### src/cns_pkg.sv
package cns_pkg;

  localparam int GUIDE_W = 46;
  localparam int START_W = 32;
  localparam int QUEUE_DEPTH = 4;

  localparam logic [7:0] CHAR_A = 8'h41;
  localparam logic [7:0] CHAR_C = 8'h43;
  localparam logic [7:0] CHAR_G = 8'h47;
  localparam logic [7:0] CHAR_T = 8'h54;
  localparam logic [7:0] CASE_FOLD_MASK = 8'hDF;

  localparam logic [1:0] CODE_A = 2'd0;
  localparam logic [1:0] CODE_C = 2'd1;
  localparam logic [1:0] CODE_G = 2'd2;
  localparam logic [1:0] CODE_T = 2'd3;

  localparam logic [3:0] PAM_GG = {CODE_G, CODE_G};
  localparam logic [3:0] PAM_CC = {CODE_C, CODE_C};

  typedef struct packed {
    logic       valid;
    logic [1:0] code;
  } base_dec_t;

  typedef struct packed {
    logic fwd;
    logic rev;
  } match_t;

  function automatic base_dec_t decode_base(input logic [7:0] ch);
    base_dec_t  d;
    logic [7:0] up;
    up = ch & CASE_FOLD_MASK;
    d.valid = 1'b1;
    case (up)
      CHAR_A: d.code = CODE_A;
      CHAR_C: d.code = CODE_C;
      CHAR_G: d.code = CODE_G;
      CHAR_T: d.code = CODE_T;
      default: begin
        d.valid = 1'b0;
        d.code = CODE_A;
      end
    endcase
    return d;
  endfunction

endpackage

### src/cns_front.sv
module cns_front #(
  parameter int GUIDE_LEN = 23,
  parameter int POS_WIDTH = 32
) (
  input  logic                                   clk,
  input  logic                                   rst,
  input  logic                                   base_valid,
  output logic                                   base_ready,
  input  logic [7:0]                             base_char,
  input  logic                                   seq_start,
  input  logic                                   queue_full,
  output logic                                   push,
  output logic [2*GUIDE_LEN-1:0]                 push_window,
  output logic [cns_pkg::START_W-1:0]            push_start,
  output cns_pkg::match_t                        push_flags
);
  import cns_pkg::*;

  localparam int WIN_W = 2 * GUIDE_LEN;
  localparam int RUN_W = $clog2(GUIDE_LEN + 1);
  localparam logic [RUN_W-1:0] RUN_FULL = RUN_W'(GUIDE_LEN);
  localparam logic [POS_WIDTH-1:0] POS_MAX = {POS_WIDTH{1'b1}};
  localparam logic [POS_WIDTH-1:0] START_OFS = POS_WIDTH'(GUIDE_LEN - 1);

  logic [WIN_W-1:0]     window, window_next, win_base;
  logic [RUN_W-1:0]     run, run_next, run_base;
  logic [POS_WIDTH-1:0] position, position_next, pos_base;
  logic [POS_WIDTH-1:0] start;
  base_dec_t            dec;
  logic                 accept;
  logic                 full;

  assign base_ready = !queue_full;
  assign accept = base_valid && base_ready;

  always_comb begin
    dec = decode_base(base_char);
    win_base = seq_start ? '0 : window;
    run_base = seq_start ? '0 : run;
    pos_base = seq_start ? '0 : position;
    position_next = (pos_base == POS_MAX) ? pos_base : pos_base + 1'b1;
    if (dec.valid) begin
      window_next = {win_base[WIN_W-3:0], dec.code};
      run_next = (run_base < RUN_FULL) ? run_base + 1'b1 : run_base;
    end else begin
      window_next = '0;
      run_next = '0;
    end
    full = dec.valid && (run_next == RUN_FULL);
    start = pos_base - START_OFS;
    push_flags.fwd = full && (window_next[3:0] == PAM_GG);
    push_flags.rev = full && (window_next[WIN_W-1 -: 4] == PAM_CC);
    push_window = window_next;
    push_start = START_W'(start);
    push = accept && (push_flags.fwd || push_flags.rev);
  end

  always_ff @(posedge clk) begin
    if (rst) begin
      window <= '0;
      run <= '0;
      position <= '0;
    end else if (accept) begin
      window <= window_next;
      run <= run_next;
      position <= position_next;
    end
  end

endmodule

### src/cns_queue.sv
module cns_queue #(
  parameter int WIDTH = 80
) (
  input  logic             clk,
  input  logic             rst,
  input  logic             push,
  input  logic [WIDTH-1:0] push_data,
  input  logic             pop,
  output logic [WIDTH-1:0] head,
  output logic             empty,
  output logic             full
);
  import cns_pkg::*;

  localparam int PTR_W = $clog2(QUEUE_DEPTH);
  localparam int CNT_W = $clog2(QUEUE_DEPTH + 1);
  localparam logic [CNT_W-1:0] CNT_FULL = CNT_W'(QUEUE_DEPTH);

  logic [WIDTH-1:0] slots [QUEUE_DEPTH];
  logic [PTR_W-1:0] wr_ptr, rd_ptr;
  logic [CNT_W-1:0] count;

  assign empty = (count == '0);
  assign full = (count == CNT_FULL);
  assign head = slots[rd_ptr];

  always_ff @(posedge clk) begin
    if (push) begin
      slots[wr_ptr] <= push_data;
    end
  end

  always_ff @(posedge clk) begin
    if (rst) begin
      wr_ptr <= '0;
      rd_ptr <= '0;
      count <= '0;
    end else begin
      if (push) begin
        wr_ptr <= wr_ptr + 1'b1;
      end
      if (pop) begin
        rd_ptr <= rd_ptr + 1'b1;
      end
      case ({push, pop})
        2'b10: count <= count + 1'b1;
        2'b01: count <= count - 1'b1;
        default: count <= count;
      endcase
    end
  end

endmodule

### src/cns_back.sv
module cns_back #(
  parameter int GUIDE_LEN = 23
) (
  input  logic                            clk,
  input  logic                            rst,
  input  logic [2*GUIDE_LEN-1:0]          head_window,
  input  logic [cns_pkg::START_W-1:0]     head_start,
  input  cns_pkg::match_t                 head_flags,
  input  logic                            empty,
  output logic                            pop,
  output logic                            result_valid,
  input  logic                            result_ready,
  output logic [cns_pkg::GUIDE_W-1:0]     guide_code,
  output logic [cns_pkg::START_W-1:0]     start_pos,
  output logic                            strand,
  output logic                            last
);
  import cns_pkg::*;

  localparam int WIN_W = 2 * GUIDE_LEN;

  logic [WIN_W-1:0] rev_window;
  logic             rev_phase;
  logic             load;
  logic             emit_fwd;

  for (genvar i = 0; i < GUIDE_LEN; i++) begin : g_rc
    assign rev_window[2*i+1 -: 2] = ~head_window[2*(GUIDE_LEN-1-i)+1 -: 2];
  end

  assign load = !result_valid || result_ready;
  assign emit_fwd = head_flags.fwd && !rev_phase;
  assign pop = load && !empty && !(emit_fwd && head_flags.rev);

  always_ff @(posedge clk) begin
    if (rst) begin
      result_valid <= 1'b0;
      rev_phase <= 1'b0;
    end else if (load) begin
      result_valid <= !empty;
      if (!empty) begin
        rev_phase <= emit_fwd && head_flags.rev;
      end
    end
  end

  always_ff @(posedge clk) begin
    if (load && !empty) begin
      start_pos <= head_start;
      if (emit_fwd) begin
        guide_code <= GUIDE_W'(head_window);
        strand <= 1'b0;
        last <= !head_flags.rev;
      end else begin
        guide_code <= GUIDE_W'(rev_window);
        strand <= 1'b1;
        last <= 1'b1;
      end
    end
  end

endmodule

### src/cas9_ngg_site_scanner.sv
// path: a matching base passes the four-entry match queue, then the output register
// throughput: one base per cycle unless the match queue is full; a window with both
// forward and reverse hits gives two results, covered by the match queue
// reset: synchronous rst clears window, run count, position, queue and output valid
module cas9_ngg_site_scanner #(
  parameter int GUIDE_LEN = 23,
  parameter int POS_WIDTH = 32
) (
  input  logic                           clk,
  input  logic                           rst,
  input  logic                           base_valid,
  output logic                           base_ready,
  input  logic [7:0]                     base_char,
  input  logic                           seq_start,
  output logic                           result_valid,
  input  logic                           result_ready,
  output logic [cns_pkg::GUIDE_W-1:0]    guide_code,
  output logic [cns_pkg::START_W-1:0]    start_pos,
  output logic                           strand,
  output logic                           last
);
  import cns_pkg::*;

  localparam int WIN_W = 2 * GUIDE_LEN;
  localparam int ENTRY_W = WIN_W + START_W + 2;

  logic               push, pop, q_full, q_empty;
  logic [WIN_W-1:0]   push_window;
  logic [START_W-1:0] push_start;
  match_t             push_flags;
  logic [ENTRY_W-1:0] head;

  cns_front #(
    .GUIDE_LEN(GUIDE_LEN),
    .POS_WIDTH(POS_WIDTH)
  ) u_front (
    .clk(clk),
    .rst(rst),
    .base_valid(base_valid),
    .base_ready(base_ready),
    .base_char(base_char),
    .seq_start(seq_start),
    .queue_full(q_full),
    .push(push),
    .push_window(push_window),
    .push_start(push_start),
    .push_flags(push_flags)
  );

  cns_queue #(
    .WIDTH(ENTRY_W)
  ) u_queue (
    .clk(clk),
    .rst(rst),
    .push(push),
    .push_data({push_window, push_start, push_flags}),
    .pop(pop),
    .head(head),
    .empty(q_empty),
    .full(q_full)
  );

  cns_back #(
    .GUIDE_LEN(GUIDE_LEN)
  ) u_back (
    .clk(clk),
    .rst(rst),
    .head_window(head[ENTRY_W-1 -: WIN_W]),
    .head_start(head[START_W+1:2]),
    .head_flags(match_t'(head[1:0])),
    .empty(q_empty),
    .pop(pop),
    .result_valid(result_valid),
    .result_ready(result_ready),
    .guide_code(guide_code),
    .start_pos(start_pos),
    .strand(strand),
    .last(last)
  );

endmodule

### config.mk
export PLATFORM = sky130hd
export DESIGN_NAME = cas9_ngg_site_scanner
export DESIGN_NICKNAME = d
export VERILOG_FILES = /design/src/cns_pkg.sv /design/src/cns_front.sv /design/src/cns_queue.sv /design/src/cns_back.sv /design/src/cas9_ngg_site_scanner.sv
export SDC_FILE = /design/constraint.sdc
export NUM_CORES = 1
export LEC_CHECK = 0
export ABC_AREA = 1
export ABC_CLOCK_PERIOD_IN_PS = 10200
export BUFFER_PORTS_ARGS = -buffer_cell sky130_fd_sc_hd__buf_2
export CELL_PAD_IN_SITES_DETAIL_PLACEMENT = 1
export CELL_PAD_IN_SITES_GLOBAL_PLACEMENT = 1
export CORE_MARGIN = 4
export CORE_UTILIZATION = 50
export CTS_BUF_LIST = sky130_fd_sc_hd__clkbuf_16
export DETAILED_ROUTE_END_ITERATION = 8
export PLACE_DENSITY_LB_ADDON = 0.12
export SLEW_MARGIN = 20
export SYNTH_ARGS = -nofsm -noshare
export SYNTH_HDL_FRONTEND = slang
export SYNTH_SLANG_ARGS = --single-unit
### constraint.sdc
create_clock -name clk -period 10.2 [get_ports clk]
set_clock_uncertainty 0.15 [all_clocks]
set_input_delay 1.02 -clock clk [delete_from_list [all_inputs] [get_ports clk]]
set_output_delay 1.02 -clock clk [all_outputs]
set_load 0.1 [all_outputs]
==> flow_summary.ini <==
[outcome]
status = completed

[critical_path]
path_cells = buf_2, inv_1, nand2_1, nor2_2, nand2_1, nand3_2, buf_4, nand3_1, nor2_1, nand3_1, nand2_1, nand2_2, nor2_4, buf_4
cp_common_cell = nand2_1
worstPathMaxFanout = 53
critPathTopFamily = simple AND/OR/NAND/NOR gates
cp.required_ps = 10260
crit_arrival_ps = 4930
path_class = in2reg
path_buf_inv = 4
worst_setup_path_start_kind = primary input
rrSetupSlack_ps = 6130
r2r_end = u_queue.count[2]
crit_path_top_delay_cell = nor2_4
ff2ff_path_depth = 16
cp-end-kind = flop
max_stage_delay_ps = 870

[power_and_ir_drop]
p_per_area_nw_per_um2 = 284.6
max-vdd-ir-drop_mv = 0.2447
leakage_nw = 8.382

[clock_tree]
cts-root-buf = clkbuf_16
ctsHoldBuffers = 0
insertion_delay_ps = 590
clock-sinks = 492
cts_made_buffers = 50
postCtsResizedCells = 0
ctsHtreeMaxLevel = 2
cts_tree = yes
cts_setup_buffers = 0
path_clk_slew_ps = 60
cts_buffer_depth = 3

[global_route]
grt_usage_pct = 23.62
grt_max_degree = 105
antenna_found_initial = 1
grt_pass1_wl_um = 82740
overflow = 0
grt_pass1_vias = 14840

[finish]
fin_area_um2 = 23000
multi_input_area_um2 = 5722
drive_gt1_share_pct = 12.16
layout.cells.non_filler = 2483
fin_nets = 1941
antennaDiodeCount = 0
syn_to_final_growth_pct = 12.24
register_area_um2 = 13860
fillers = 4236

[logic_synthesis]
yosys-top-cells-count = edfxtp_1 (400), nand2_1 (327), o21ai_0 (180)
synth.avg_cell_area_um2 = 11.02
async_flop_share_pct = 0
syn_inst = 1859
synthesis.nets = 1881
yosysWarnings = 0
yosysTopAreaCell = edfxtp_1
ys_seq_area_share_pct = 67.60
ys.flop_type = edfxtp_1
ys_ff_latch = 492
synth_edf_count = 400
synthTopCellsByArea = edfxtp_1 (59%), dfxtp_1 (9.0%), nand2_1 (6.0%), o21ai_0 (4.4%), a21oi_1 (3.2%)
syn_area_um2 = 20490
synth_cell_types = 41
synth.top_cell.area_share_pct = 58.61
yosysMostFrequentCell = edfxtp_1

[timing]
fmax_ghz = 0.2053
max_slew.worst_pin.slew_ps = 1051
rsz0062_at_grt = no
setup_tns_ps = 0
period_share_pct = 47.75
layout_min_cycle_time_ps = 4871
slew_violations = 0
setup_viol = 0
hold_viol = 0
finalWorstSetupSlack_ps = 5329
maxSlewHeadroom_pct = 29.73

[detailed_routing]
ant_nets = 0
drtIter0Drc = 1005
dr.pass1.iters = 5
drc_errors = 0
vias = 14070
routed_wl_um = 52460
dr_wl_met3_um = 2498
vias_per_cell = 5.668
avgRoutedWirePerCell_um = 21.13
m1WireLength_um = 23590
top_layer = met4
route.met2.wl_um = 25290

[place]
dp.cells = 2392
place_area_um2 = 21360
gp_congestion = 0.8672
portBuffers = 93
dp_worst_setup_slack_ps = 4649
post-dp-hpwl_um = 32450

[worst_hold_path]
whs_endpoint = u_queue.count[0]
worstHoldStart = u_queue.count[0]
hold_depth = 1
hp-class = reg2reg

[floorplan]
rows = 73
core-area_um2 = 40100
die_y_um = 210.5
die_x_um = 210.5
start_util_pct = 51.11
io-pin-count = 95
dieArea_um2 = 44290

[flow_run]
drv_cap = 0
==> layer usage <==
| layer | vias up | GRT usage (%) |
|---|---|---|
| met3 | 66 | 3.438 |
| li1 | 6623 | - |
| met1 | 7066 | 33.22 |
| met5 | - | 0 |
| met4 | 0 | 6.304 |
| met2 | 318 | 39.10 |
==> through the flow <==
step	hold slack, ps	util [%]	power (W)
after CTS	306.1	57.36	0.006604
after global placement	285.8	53.27	0.004701
after global routing	339.7	57.37	0.006819
final	303.9	57.37	0.006547
after floorplan	272.3	-	0.004364
after detailed placement	296.6	53.27	0.004783
==> flip-flops by register name, summed over array words and instances, names as in the netlist, named ones only <==
signal	flops
u_front.window	44
u_back.start_pos	32
u_queue.rd_ptr	2
u_queue.wr_ptr	2
u_back.rev_phase	1
u_front.run	5
u_back.result_valid	1
u_back.strand	1
u_queue.count	3
u_front.position	32
u_queue.slots	320
u_back.last	1
u_back.guide_code	46
==> report_power, final <==
group	switching [W]	internal, W
registers	0.0000883	0.00245
logic	0.00185	0.000343
clock network	0.000754	0.00106
==> worst max-delay path by stage <==
stage	slack, ps	cells after the start	start	endpoint
final	5330	14	base_char[7]	u_queue.slots[0][15]
after global routing	5000	14	base_char[7]	u_queue.slots[0][17]
after CTS	5280	14	seq_start	u_queue.slots[0][23]
after detailed placement	4650	14	seq_start	u_queue.slots[0][17]
after global placement	4770	14	seq_start	u_queue.slots[0][17]
after floorplan	3370	11	result_ready	u_queue.count[2]
==> cell families after synthesis <==
kind of cell	count (synthesis)	synth area share (%)
compound gates	414	11.51
buf+inv	242	4.726
simple gates	655	13.57
xor+xnor	47	2.009
flops	492	67.60
fa+ha+maj	9	0.5861
==> worst reg2reg max path, delay by kind of cell (launching register included) <==
kind                     cells  cell delay, ps
buffers and inverters        5            1500
AO/OA/AOI/OAI                6             970
adder cells (fa/ha/maj)      2             570
AND/OR/NAND/NOR              3             470
flip-flops                   1             300
==> area by class of cell <==
cell class	count	share of cell area [%]
Sequential cell	492	60.24
Tap cell	525	2.856
Timing Repair Buffer	109	2.562
Inverter	141	2.344
Multi-Input combinational cell	1125	24.87
Clock buffer	53	5.766
Clock inverter	38	1.354
==> layout by cell type (no fill, tap or decap), types with 6 or more instances in the layout <==
master / netlist / routed
clkinv_2: 1 / 11
nand2_1: 327 / 327
a32o_1: 44 / 44
nor2_4: 4 / 8
nand2_2: 14 / 14
clkbuf_16: 0 / 53
o22ai_1: 35 / 35
edfxtp_1: 400 / 400
nand3_1: 97 / 96
nor2_2: 18 / 18
xor2_1: 41 / 41
buf_2: 4 / 93
ha_1: 8 / 8
nor2_1: 167 / 163
clkinv_1: 3 / 7
dfxtp_1: 92 / 91
a21oi_1: 132 / 132
buf_4: 1 / 15
nor3_1: 11 / 11
o21ai_0: 180 / 180
inv_1: 132 / 148
xnor2_1: 6 / 6
o21ai_1: 14 / 14
Power figures use the tool's default switching activity.
